==> config.mk <==
export PLATFORM = sky130hd
export DESIGN_NAME = digit_crossfade_engine
export DESIGN_NICKNAME = d
export VERILOG_FILES = /design/src/sv/dce_pkg.sv /design/src/sv/dce_dp.sv /design/src/sv/dce_ctrl.sv /design/src/sv/digit_crossfade_engine.sv
export SDC_FILE = /design/constraint.sdc
export NUM_CORES = 2
export LEC_CHECK = 0
export BUFFER_PORTS_ARGS = -buffer_cell sky130_fd_sc_hd__buf_2
export CAP_MARGIN = 20
export CORE_MARGIN = 2
export CORE_UTILIZATION = 50
export CTS_CLUSTER_SIZE = 40
export DETAILED_ROUTE_END_ITERATION = 7
export PLACE_DENSITY_LB_ADDON = 0.05
export REMOVE_ABC_BUFFERS = 1
export SYNTH_ARGS = -nofsm -noshare
export SYNTH_HDL_FRONTEND = slang
export SYNTH_SLANG_ARGS = --single-unit
==> constraint.sdc <==
create_clock -name clk -period 9.2 [get_ports clk]
set_clock_uncertainty 0.1 [all_clocks]
set_input_delay 1.84 -clock clk [delete_from_list [all_inputs] [get_ports clk]]
set_output_delay 1.84 -clock clk [all_outputs]
set_load 0.05 [all_outputs]
==> src/sv/dce_pkg.sv <==
`timescale 1ns / 1ps
// shared types and constants for the digit cross-fade engine
// used by dce_ctrl, dce_dp and digit_crossfade_engine; depends on nothing
package dce_pkg;

	localparam int DIGIT_COUNT = 8;

	localparam int POS_W     = 3;
	localparam int DIGIT_W   = 4;
	localparam int TIME_W    = 48;
	localparam int LEVEL_W   = 8;
	localparam int FADE_MS_W = 16;

	// fade length in microseconds: 65535 * 1000 fits in 26 bits
	localparam int US_PER_MS = 1000;
	localparam int FADE_US_W = 26;

	// percent and divider sizing: elapsed * 100 with elapsed below the fade length
	localparam int PCT_FULL  = 100;
	localparam int PCT_W     = 7;
	localparam int NUM_W     = FADE_US_W + PCT_W;
	localparam int DIV_STEPS = PCT_W;
	localparam int CNT_W     = $clog2(DIV_STEPS);

	// level * percent, then divide by 100 as (x * 5243) >> 19, exact for x below 43699
	localparam int PROD_W      = LEVEL_W + PCT_W;
	localparam int RECIP_100   = 5243;
	localparam int RECIP_W     = 13;
	localparam int RECIP_SHIFT = 19;
	localparam int SCALE_W     = PROD_W + RECIP_W;

	typedef enum logic [2:0] {
		ST_IDLE,
		ST_EVAL,
		ST_CMP,
		ST_DIV,
		ST_MUL,
		ST_NORM,
		ST_OUT
	} dce_state_t;

	typedef struct packed {
		logic cap;
		logic eval;
		logic cmp;
		logic div_step;
		logic mul;
		logic norm;
		logic out_load;
	} dce_cmd_t;

	typedef struct packed {
		logic pos_ok;
		logic run;
	} dce_status_t;

endpackage

==> src/sv/dce_dp.sv <==
`timescale 1ns / 1ps
// datapath: fade length register, per-position digit state, restoring percent
// divider, level scaling and the result register; depends on dce_pkg
module dce_dp (
	input  logic                           clk,
	input  logic                           arst_n,
	input  logic                           cfg_wr_en,
	input  logic [dce_pkg::FADE_MS_W-1:0]  cfg_wr_data,
	input  dce_pkg::dce_cmd_t              cmd,
	output dce_pkg::dce_status_t           status,
	input  logic [dce_pkg::POS_W-1:0]      position,
	input  logic [dce_pkg::DIGIT_W-1:0]    wanted_digit,
	input  logic [dce_pkg::TIME_W-1:0]     time_now_us,
	input  logic [dce_pkg::LEVEL_W-1:0]    level,
	output logic                           outgoing_shown,
	output logic [dce_pkg::DIGIT_W-1:0]    outgoing_digit,
	output logic [dce_pkg::LEVEL_W-1:0]    outgoing_level,
	output logic [dce_pkg::DIGIT_W-1:0]    incoming_digit,
	output logic [dce_pkg::LEVEL_W-1:0]    incoming_level
);
	import dce_pkg::*;

	logic [FADE_MS_W-1:0] fade_ms_q;

	// captured transaction
	logic [POS_W-1:0]   pos_q;
	logic [DIGIT_W-1:0] want_q;
	logic [TIME_W-1:0]  now_q;
	logic [LEVEL_W-1:0] level_q;

	// per-position state
	logic [DIGIT_W-1:0] old_digit_q [DIGIT_COUNT];
	logic               old_valid_q [DIGIT_COUNT];
	logic [DIGIT_W-1:0] new_digit_q [DIGIT_COUNT];
	logic               new_valid_q [DIGIT_COUNT];
	logic [TIME_W-1:0]  begin_us_q  [DIGIT_COUNT];
	logic               fading_q    [DIGIT_COUNT];

	// evaluation results
	logic                 pos_ok_q;
	logic                 fade_act_q;
	logic [DIGIT_W-1:0]   old_sel_q;
	logic [TIME_W-1:0]    elapsed_q;
	logic [FADE_US_W-1:0] fade_us_q;
	logic                 run_q;

	// divider
	logic [NUM_W-1:0] rem_q;
	logic [NUM_W-1:0] dsh_q;
	logic [PCT_W-1:0] quo_q;

	// scaling
	logic [PROD_W-1:0]  prod_in_q;
	logic [PROD_W-1:0]  prod_out_q;
	logic [SCALE_W-1:0] scale_in_q;
	logic [SCALE_W-1:0] scale_out_q;

	// result register
	logic               shown_q;
	logic [DIGIT_W-1:0] out_digit_q;
	logic [LEVEL_W-1:0] out_level_q;
	logic [DIGIT_W-1:0] in_digit_q;
	logic [LEVEL_W-1:0] in_level_q;

	logic               pos_ok;
	logic               changed;
	logic [DIGIT_W-1:0] old_digit_nx;
	logic               old_valid_nx;
	logic [TIME_W-1:0]  begin_nx;
	logic               fading_nx;
	logic [TIME_W-1:0]  elapsed_nx;
	logic               run;
	logic               div_ge;

	assign pos_ok = (int'(pos_q) < DIGIT_COUNT);

	always_comb begin
		changed      = !new_valid_q[pos_q] || (new_digit_q[pos_q] != want_q);
		old_digit_nx = changed ? new_digit_q[pos_q] : old_digit_q[pos_q];
		old_valid_nx = changed ? new_valid_q[pos_q] : old_valid_q[pos_q];
		begin_nx     = changed ? now_q : begin_us_q[pos_q];
		fading_nx    = changed ? (fade_ms_q != '0) : fading_q[pos_q];
		// a time before the stored start counts as no time gone by
		elapsed_nx   = (now_q >= begin_nx) ? (now_q - begin_nx) : '0;
	end

	assign run    = pos_ok_q && fade_act_q && (elapsed_q < TIME_W'(fade_us_q));
	assign div_ge = (rem_q >= dsh_q);

	assign status.pos_ok = pos_ok_q;
	assign status.run    = run;

	always_ff @(posedge clk or negedge arst_n) begin
		if (!arst_n) begin
			fade_ms_q <= '0;
		end else if (cfg_wr_en) begin
			fade_ms_q <= cfg_wr_data;
		end
	end

	always_ff @(posedge clk or negedge arst_n) begin
		if (!arst_n) begin
			for (int i = 0; i < DIGIT_COUNT; i++) begin
				old_digit_q[i] <= '0;
				old_valid_q[i] <= 1'b0;
				new_digit_q[i] <= '0;
				new_valid_q[i] <= 1'b0;
				begin_us_q[i]  <= '0;
				fading_q[i]    <= 1'b0;
			end
		end else begin
			if (cmd.eval && pos_ok) begin
				old_digit_q[pos_q] <= old_digit_nx;
				old_valid_q[pos_q] <= old_valid_nx;
				new_digit_q[pos_q] <= want_q;
				new_valid_q[pos_q] <= 1'b1;
				begin_us_q[pos_q]  <= begin_nx;
				fading_q[pos_q]    <= fading_nx;
			end
			// fade over, no earlier digit or no fade: stop fading
			if (cmd.cmp && pos_ok_q && !run) begin
				fading_q[pos_q] <= 1'b0;
			end
		end
	end

	always_ff @(posedge clk) begin
		if (cmd.cap) begin
			pos_q   <= position;
			want_q  <= wanted_digit;
			now_q   <= time_now_us;
			level_q <= level;
		end
		if (cmd.eval) begin
			pos_ok_q   <= pos_ok;
			fade_act_q <= fading_nx && old_valid_nx;
			old_sel_q  <= old_digit_nx;
			elapsed_q  <= elapsed_nx;
			fade_us_q  <= FADE_US_W'(FADE_US_W'(fade_ms_q) * FADE_US_W'(US_PER_MS));
		end
		if (cmd.cmp) begin
			run_q <= run;
			rem_q <= NUM_W'(elapsed_q[FADE_US_W-1:0]) * NUM_W'(PCT_FULL);
			dsh_q <= NUM_W'(fade_us_q) << (DIV_STEPS - 1);
			quo_q <= '0;
		end
		if (cmd.div_step) begin
			if (div_ge) begin
				rem_q <= rem_q - dsh_q;
			end
			quo_q <= {quo_q[PCT_W-2:0], div_ge};
			dsh_q <= dsh_q >> 1;
		end
		if (cmd.mul) begin
			prod_in_q  <= PROD_W'(level_q) * PROD_W'(quo_q);
			prod_out_q <= PROD_W'(level_q) * (PROD_W'(PCT_FULL) - PROD_W'(quo_q));
		end
		if (cmd.norm) begin
			scale_in_q  <= SCALE_W'(prod_in_q) * SCALE_W'(RECIP_100);
			scale_out_q <= SCALE_W'(prod_out_q) * SCALE_W'(RECIP_100);
		end
		if (cmd.out_load) begin
			if (!pos_ok_q) begin
				shown_q     <= 1'b0;
				out_digit_q <= '0;
				out_level_q <= '0;
				in_digit_q  <= '0;
				in_level_q  <= '0;
			end else if (run_q) begin
				shown_q     <= 1'b1;
				out_digit_q <= old_sel_q;
				out_level_q <= scale_out_q[RECIP_SHIFT +: LEVEL_W];
				in_digit_q  <= want_q;
				in_level_q  <= scale_in_q[RECIP_SHIFT +: LEVEL_W];
			end else begin
				shown_q     <= 1'b0;
				out_digit_q <= '0;
				out_level_q <= '0;
				in_digit_q  <= want_q;
				in_level_q  <= level_q;
			end
		end
	end

	assign outgoing_shown = shown_q;
	assign outgoing_digit = out_digit_q;
	assign outgoing_level = out_level_q;
	assign incoming_digit = in_digit_q;
	assign incoming_level = in_level_q;

	a_pct_range: assert property (@(posedge clk) disable iff (!arst_n)
		cmd.mul |-> (quo_q < PCT_W'(PCT_FULL)))
		else $error("fade percent out of range");

	a_level_split: assert property (@(posedge clk) disable iff (!arst_n)
		(cmd.out_load && pos_ok_q && run_q) |=>
		(({1'b0, out_level_q} + {1'b0, in_level_q}) <= {1'b0, level_q}))
		else $error("fade levels exceed full level");

endmodule

==> src/sv/dce_ctrl.sv <==
`timescale 1ns / 1ps
// controller: sequences capture, state update, percent division, scaling and
// the result handshake; depends on dce_pkg
module dce_ctrl (
	input  logic                  clk,
	input  logic                  arst_n,
	input  logic                  in_valid,
	output logic                  in_stall,
	output logic                  out_valid,
	input  logic                  out_stall,
	input  dce_pkg::dce_status_t  status,
	output dce_pkg::dce_cmd_t     cmd
);
	import dce_pkg::*;

	dce_state_t       state_q;
	dce_state_t       state_nx;
	logic [CNT_W-1:0] cnt_q;
	logic             out_valid_q;

	always_ff @(posedge clk or negedge arst_n) begin
		if (!arst_n) begin
			state_q     <= ST_IDLE;
			cnt_q       <= '0;
			out_valid_q <= 1'b0;
		end else begin
			state_q <= state_nx;
			if (cmd.cmp) begin
				cnt_q <= CNT_W'(DIV_STEPS - 1);
			end else if (cmd.div_step) begin
				cnt_q <= cnt_q - 1'b1;
			end
			if (cmd.out_load) begin
				out_valid_q <= 1'b1;
			end else if (!out_stall) begin
				out_valid_q <= 1'b0;
			end
		end
	end

	always_comb begin
		state_nx = state_q;
		cmd      = '0;
		unique case (state_q)
			ST_IDLE: begin
				if (in_valid) begin
					cmd.cap  = 1'b1;
					state_nx = ST_EVAL;
				end
			end
			ST_EVAL: begin
				cmd.eval = 1'b1;
				state_nx = ST_CMP;
			end
			ST_CMP: begin
				cmd.cmp  = 1'b1;
				state_nx = status.run ? ST_DIV : ST_OUT;
			end
			ST_DIV: begin
				cmd.div_step = 1'b1;
				if (cnt_q == '0) begin
					state_nx = ST_MUL;
				end
			end
			ST_MUL: begin
				cmd.mul  = 1'b1;
				state_nx = ST_NORM;
			end
			ST_NORM: begin
				cmd.norm = 1'b1;
				state_nx = ST_OUT;
			end
			ST_OUT: begin
				// wait until the result register is free or being taken
				if (!out_valid_q || !out_stall) begin
					cmd.out_load = 1'b1;
					state_nx     = ST_IDLE;
				end
			end
			default: begin
				state_nx = ST_IDLE;
			end
		endcase
	end

	assign in_stall  = (state_q != ST_IDLE);
	assign out_valid = out_valid_q;

	a_accept_to_eval: assert property (@(posedge clk) disable iff (!arst_n)
		(in_valid && !in_stall) |=> (state_q == ST_EVAL))
		else $error("accepted transaction not evaluated");

	a_no_overwrite: assert property (@(posedge clk) disable iff (!arst_n)
		cmd.out_load |-> (!out_valid_q || !out_stall))
		else $error("pending result overwritten");

	a_valid_from_out: assert property (@(posedge clk) disable iff (!arst_n)
		$rose(out_valid_q) |-> $past(state_q == ST_OUT))
		else $error("result raised outside output state");

endmodule

==> src/sv/digit_crossfade_engine.sv <==
`timescale 1ns / 1ps
// top level of the digit cross-fade engine: controller plus datapath
// depends on dce_pkg, dce_ctrl and dce_dp
//
// One transaction in gives one transaction out. An item is taken only while the
// engine is free: a position that starts or keeps a running fade holds the input
// stalled after acceptance through state update, compare, seven steps of the
// restoring percent divider (making this path the longer), scaling and the
// result load; any other item, through state update, compare and the load. The
// finished result waits in its own register, so the next item may be taken
// while it is still stalled; a new result waits only if the previous one has
// not yet been taken. The user must write fade_length_ms by cfg_wr_en /
// cfg_wr_data only while the engine is idle; the block does not enforce it.
module digit_crossfade_engine (
	input  logic                           clk,
	input  logic                           arst_n,
	input  logic                           cfg_wr_en,
	input  logic [dce_pkg::FADE_MS_W-1:0]  cfg_wr_data,
	input  logic                           in_valid,
	output logic                           in_stall,
	input  logic [dce_pkg::POS_W-1:0]      position,
	input  logic [dce_pkg::DIGIT_W-1:0]    wanted_digit,
	input  logic [dce_pkg::TIME_W-1:0]     time_now_us,
	input  logic [dce_pkg::LEVEL_W-1:0]    level,
	output logic                           out_valid,
	input  logic                           out_stall,
	output logic                           outgoing_shown,
	output logic [dce_pkg::DIGIT_W-1:0]    outgoing_digit,
	output logic [dce_pkg::LEVEL_W-1:0]    outgoing_level,
	output logic [dce_pkg::DIGIT_W-1:0]    incoming_digit,
	output logic [dce_pkg::LEVEL_W-1:0]    incoming_level
);
	import dce_pkg::*;

	dce_cmd_t    cmd;
	dce_status_t status;

	dce_ctrl u_ctrl (
		.clk       (clk),
		.arst_n    (arst_n),
		.in_valid  (in_valid),
		.in_stall  (in_stall),
		.out_valid (out_valid),
		.out_stall (out_stall),
		.status    (status),
		.cmd       (cmd)
	);

	dce_dp u_dp (
		.clk            (clk),
		.arst_n         (arst_n),
		.cfg_wr_en      (cfg_wr_en),
		.cfg_wr_data    (cfg_wr_data),
		.cmd            (cmd),
		.status         (status),
		.position       (position),
		.wanted_digit   (wanted_digit),
		.time_now_us    (time_now_us),
		.level          (level),
		.outgoing_shown (outgoing_shown),
		.outgoing_digit (outgoing_digit),
		.outgoing_level (outgoing_level),
		.incoming_digit (incoming_digit),
		.incoming_level (incoming_level)
	);

endmodule
* Yosys cells after proc, flatten, opt, wreduce, memory -nomap -nowiden
Index checks and enable logic that the tools add are counted.
** Cells by class
- Add/sub/neg operators :: 4
- Multipliers :: 6
- Divide/modulo/power cells :: 0
- $lt $le $gt $ge :: 5
- Equal/unequal tests :: 11
- Shifts and indexed selects :: 0
- Multiplexer cells :: 62
- Bitwise operators :: 4
- Reduce and logical (&&, ||, !) cells :: 16
** Operators with widths (number)
- 384-bit bitwise mux :: 1
- 48-bit 2-to-1 mux :: 4
- 48-bit binary-select mux with 3-bit select :: 1
- 48-bit demux with 3-bit select :: 1
- 33-bit 2-to-1 mux :: 3
- 32-bit bitwise mux :: 2
- 15-bit by 13-bit multiplier with 27-bit output (second input constant) :: 2
- 48-bit >= comparator :: 1
- 48-bit by 26-bit < comparator with 1-bit output :: 1
- 48-bit subtractor :: 1
- 33-bit by 32-bit >= comparator with 1-bit output :: 1
- 33-bit by 32-bit subtractor with 33-bit output :: 1
- 32-bit 2-to-1 mux :: 1
- 26-bit by 5-bit multiplier with 31-bit output (second input constant) :: 1
- 31-bit 2-to-1 mux :: 1
- 4-bit binary-select mux with 3-bit select :: 2
- 4-bit 2-to-1 mux :: 6
- 8-bit 2-to-1 mux :: 3
- 16-bit by 7-bit multiplier with 23-bit output (second input constant) :: 1
- 1-bit 2-to-1 mux :: 21
- 3-bit one-hot mux with 7 select lines :: 1
- 3-bit 2-to-1 mux :: 6
- 8-bit bitwise mux :: 2
- 16-bit nonzero test :: 1
- other kinds (27) :: 43
** Storage, ports and cells
- Register bits :: 816
- Bits in latches :: 0
- Bits in writable memories :: 0
- ROM bits :: 0
- Output and inout port bits :: 27
- Logic and storage cells :: 182
- Memories kept :: 0

* Logic depth before layout (Yosys ltp)
- Depth in word-level cells :: 11
- Depth in mapped cells :: 26
- Mapped depth without buffers :: 23

* Cells and area by module
Synthesis repeated with hierarchy kept, for this count alone.
** Unflattened totals
- Cell total of the unflattened synthesis :: 5108
- Area total of the unflattened synthesis :: 51708.3 um^2
** By module, submodules not included
- dce_dp :: instances 1, cells an instance 5064, area each 51319.2 um^2, sequential area each 20349.5 um^2
- dce_ctrl :: instances 1, cells an instance 44, area each 389.1 um^2, sequential area each 175.2 um^2

* Worst setup path before layout
Ideal clock, no wire load.
- Kind :: reg-to-reg
- Start point :: reg u_ctrl.state_q[1]
- End point :: reg u_dp.begin_us_q[119] (netlist bit)
- Arrival time :: 7925 ps
- Data required time :: 8965 ps
- Setup slack :: 1040 ps
- Cell stages (with the launch flop) :: 8
- Buffers on the path :: 3
- Period minus slack after synthesis :: 8160 ps
- Path through :: dfrtp_1 > clkbuf_1 > nor3b_1 > nand2_1 > clkbuf_1 > clkbuf_1 > nand2_1 > o21ai_0
** Between the ends
- Longest elaborated chain between the ends :: 2
** Ends and longest elaborated chain
- start, declared :: line dce_ctrl.sv:16 : dce_state_t state_q;
- start signal, assigned :: line dce_ctrl.sv:27 : state_q <= state_nx;
- 3-bit by 1-bit equality test with 1-bit output :: line dce_ctrl.sv:44 : unique case (state_q)
- 1-bit 2-to-1 mux :: line dce_ctrl.sv:44
- end signal, assigned by index :: line dce_dp.sv:117 : begin_us_q[pos_q] <= begin_nx;
- end, declared :: line dce_dp.sv:36 : logic [TIME_W-1:0] begin_us_q [DIGIT_COUNT];
No other way between the ends.
A chain may end at the register's enable or synchronous reset.

* Worst setup path in the final report
- Start point :: reg u_dp.pos_q[2]
- End point :: reg u_dp.elapsed_q[19], data pin
** Between the ends
- Longest elaborated chain between the ends :: 8
** Ends and longest elaborated chain
- start, declared :: line dce_dp.sv:26 : logic [POS_W-1:0] pos_q;
- start signal, assigned :: line dce_dp.sv:129 : pos_q <= position;
- 3-bit inverter with 4-bit output (implied by the code) * :: line dce_dp.sv:78, dce_dp.sv:81
- 4-bit binary-select mux with 3-bit select or 1-bit binary-select mux with 3-bit select (tied branches) :: line dce_dp.sv:78 : changed = !new_valid_q[pos_q] || (new_digit_q[pos_q] != want_q);
- 4-bit 2-to-1 mux (implied by the code) or 1-bit 2-to-1 mux (tied branches) (2 in a row) :: line dce_dp.sv:78
- 4-bit inequality test or 1-bit logical NOT (tied branches) :: line dce_dp.sv:78
- 1-bit logical OR :: line dce_dp.sv:78
- 48-bit 2-to-1 mux * :: line dce_dp.sv:81 : begin_nx = changed ? now_q : begin_us_q[pos_q];
- 48-bit subtractor or 48-bit >= comparator (tied branches) :: line dce_dp.sv:84 : elapsed_nx = (now_q >= begin_nx) ? (now_q - begin_nx) : '0;
- end signal, assigned :: line dce_dp.sv:138 : elapsed_q <= elapsed_nx;
- end, declared :: line dce_dp.sv:43 : logic [TIME_W-1:0] elapsed_q;
Every way passes the cells marked *; elsewhere a longest branch is shown, timed or not. The select of a mux whose other input is x is not followed.

==> results.py <==
metrics = {
    "floorplan": {
        "core_area_sq_mm": 0.102,
        "row_count": 117,
        "initial_core_util": 0.506,
        "die-area_sq_mm": 0.106,
        "fp.dieW_um": 325,
        "die_h_um": 325,
        "ios": 111,
    },
    "global_routing": {
        "grt_max_degree": 141,
        "grt_pass1_wl_um": 207000,
        "antenna_found_initial": 1,
        "gr-total-overflow": 0,
        "grt_pass1_vias": 36813,
        "grt_usage": 0.245,
    },
    "clock_network": {
        "cts_buffers": 89,
        "cts_tree": "done",
        "path_clk_slew_ns": 0.06,
        "cts_setup_buffers": 0,
        "clock_sinks": 777,
        "htreeDepth": 3,
        "clock_path_buffers": 3,
        "cts_root_buf": "clkbuf_16",
        "clk-insertion-delay-late_ns": 0.68,
        "post_cts_resized": 0,
        "ctsHoldBuffers": 0,
    },
    "sta": {
        "finalCritPeriodShare": 0.838,
        "worst_slew_pin_slew_ns": 1.12,
        "grt_setup_unrepaired": "no",
        "fmax_mhz": 130,
        "slew_viol_final": 0,
        "period_minus_slack_ns": 7.71,
        "finalHoldViolations": 0,
        "setup_viol": 0,
        "slew_headroom": 0.257,
    },
    "synthesis": {
        "synthFlopType": "dfrtp_1",
        "synthCells": 5131,
        "yosys_register_bits": 777,
        "synth.distinct_cells": 85,
        "ys_warn_count": 0,
        "avgSynthCellArea_sq_um": 10.1,
        "async_flop_share": 0.637,
        "synth-edff-count": 249,
        "synth_seq_area_share": 0.397,
        "syn-cell-area_sq_mm": 0.0517,
    },
    "route": {
        "drc": 0,
        "wl_per_cell_um": 19.2,
        "ant_nets": 0,
        "drt-total-wl_um": 127000,
        "vias": 36050,
        "first_iter_violations": 2341,
        "via_per_inst": 5.46,
        "drt_pre_antenna_iters": 7,
    },
    "layout": {
        "final_cell_area_sq_mm": 0.0567,
        "instances_no_fill": 6607,
        "areaGrowthSynthToFinish_pct": 9.69,
        "nets": 6040,
        "final_layout_size_suffix_gt1_frac": 0.0829,
    },
    "placement": {
        "io_buffers": 110,
        "dp.cells": 6438,
        "gp_congestion": 0.860,
        "dpl_cell_area_sq_mm": 0.0536,
        "dp.final_hpwl_um": 89000,
    },
    "hold_path": {
        "hp-class": "register to register",
    },
    "run": {
        "drv_cap": 0,
    },
    "critical_path": {
        "start_kind": "register",
        "crit_arrival_ns": 8.01,
        "endpoint_kind": "register",
        "path_class": "register to register",
        "crit_fanout": 34,
        "cp_data_required_time_ns": 9.51,
        "rrSetupSlack_ns": 1.49,
    },
    "status": {
        "outcome": "finished, final reports clean",
    },
}
## critical path, cell delays in order (launching register included)
cell and delay (ns):
edfxtp_1 1.00, inv_2 0.30, nor3_4 0.18, buf_4 0.47, a221o_1 0.30, xnor2_1 0.13
nand4_1 0.67, a31oi_1 0.55, a21oi_4 0.12, ha_1 0.41, a21o_1 0.21, or3_1 0.31
o21a_1 0.25, a21oi_1 0.35, o21ai_1 0.19, or2_1 0.31, o21ai_1 0.18, nand2_1 0.12
a31oi_4 0.82, buf_4 0.37, nor2_1 0.09
## stage by stage
| stage | utilization | hold slack (ns) | setup TNS, ns | worst slack, ns |
|---|---|---|---|---|
| 3_5_place_dp | 0.525 | 0.350 | 0 | 1.43 |
| 3_3_place_gp | 0.525 | 0.345 | 0 | 1.60 |
| 2_1_floorplan | - | 0.326 | -1252.47 | -4.82 |
| 5_1_grt | 0.555 | 0.386 | 0 | 0.914 |
| 4_1_cts | 0.554 | 0.361 | 0 | 1.40 |
| 6_report | 0.555 | 0.357 | 0 | 1.49 |
## state kept, by name (all words and copies together) (netlist names), 23 cells and up
| signal | cells |
|---|---|
| u_dp.fade_us_q | 23 |
| u_dp.old_digit_q | 32 |
| u_dp.dsh_q | 32 |
| u_dp.new_digit_q | 32 |
| u_dp.begin_us_q | 384 |
| u_dp.elapsed_q | 48 |
| u_dp.rem_q | 33 |
| u_dp.now_q | 48 |
## synthesized netlist by cell type, drive strengths merged (11+ instances only)
cell type | n | area [sq um]
a211oi | 39 | 293
a21o | 65 | 488
a21oi | 196 | 1390
a221oi | 52 | 468
a22o | 48 | 420
a22oi | 119 | 893
a31oi | 66 | 428
and2 | 73 | 457
and3 | 20 | 125
buf | 24 | 145
clkbuf | 193 | 724
dfrtp | 495 | 12400
dfxtp | 33 | 661
edfxtp | 249 | 7480
fa | 293 | 5870
ha | 501 | 6270
inv | 698 | 2620
mux2 | 43 | 484
mux2i | 15 | 154
nand2 | 593 | 2230
nand2b | 38 | 238
nand3 | 30 | 150
nand4 | 36 | 225
nor2 | 206 | 776
nor2b | 38 | 238
nor3 | 40 | 215
o211ai | 11 | 82.6
o21a | 28 | 210
o21ai | 587 | 2960
o21bai | 23 | 173
o31ai | 12 | 104
or3 | 13 | 81.3
xnor2 | 111 | 972
xor2 | 50 | 438
## final timing paths
path | start | to | cells after the start
worst max-delay path | u_dp.pos_q[2] | u_dp.elapsed_q[19] | 20
worst min-delay path | u_dp.rem_q[0] | u_dp.rem_q[0] | 2
worst max register to register | u_dp.pos_q[2] | u_dp.elapsed_q[19] | 20
worst min register to register | u_dp.rem_q[0] | u_dp.rem_q[0] | 2
max in group asynchronous | arst_n | u_dp.begin_us_q[9] | 3
min in group asynchronous | arst_n | u_dp.fade_ms_q[0] | 1
## final cells by class
cell class	instances	area (sq um)
antenna	1	2.50
clock buffer	129	2560
clock inverter	38	455
fill	9203	45500
inverter	698	2620
multi-input combinational	3439	27800
sequential	777	20500
tap	1368	1710
timing repair buffer	157	983
## routing by layer
metal	up-vias	track usage	routed length, um
li1	17545	-	-
met1	17622	0.337	58400
met2	697	0.411	60700
met3	186	0.0287	4710
met4	0	0.0678	3310
met5	-	0	0
## cells by family after synthesis
family                     after synthesis  synth area share
AOI/OAI and AO/OA                     1301             0.163
xor gates and xnor gates               161            0.0273
adders and majority gates              794             0.235
buffers and inverters                  915            0.0675
DFF                                    777             0.397
muxes                                   62            0.0141
and+or+nand+nor                       1121            0.0965
## layout by cell type (no fill, tap or decap), types with 25 or more instances in the layout
cell type / synthesis / layout
a221oi_1: 50 / 50
xor2_1: 50 / 50
a22o_1: 48 / 48
xnor2_1: 111 / 111
edfxtp_1: 249 / 249
o21a_1: 28 / 28
buf_4: 5 / 42
o21ai_1: 26 / 26
fa_1: 293 / 293
nand4_1: 36 / 36
a211oi_1: 39 / 39
clkbuf_1: 193 / 25
buf_2: 11 / 109
inv_1: 696 / 695
nor2b_1: 38 / 38
a21oi_1: 148 / 147
ha_1: 501 / 501
nor2_1: 205 / 201
dfrtp_1: 495 / 495
dfxtp_1: 33 / 33
a31oi_1: 65 / 63
nand2_1: 593 / 585
a21o_1: 65 / 65
nor3_1: 37 / 37
a21oi_4: 30 / 31
nand2b_1: 38 / 37
nand3_1: 30 / 30
and2_1: 73 / 72
mux2_2: 41 / 41
o21ai_0: 556 / 556
clkbuf_16: 0 / 92
a22oi_1: 119 / 119
Power is left out: the tool's default activity adds up to more than one toggle a clock period on the data nets, which glitch-free logic cannot reach.
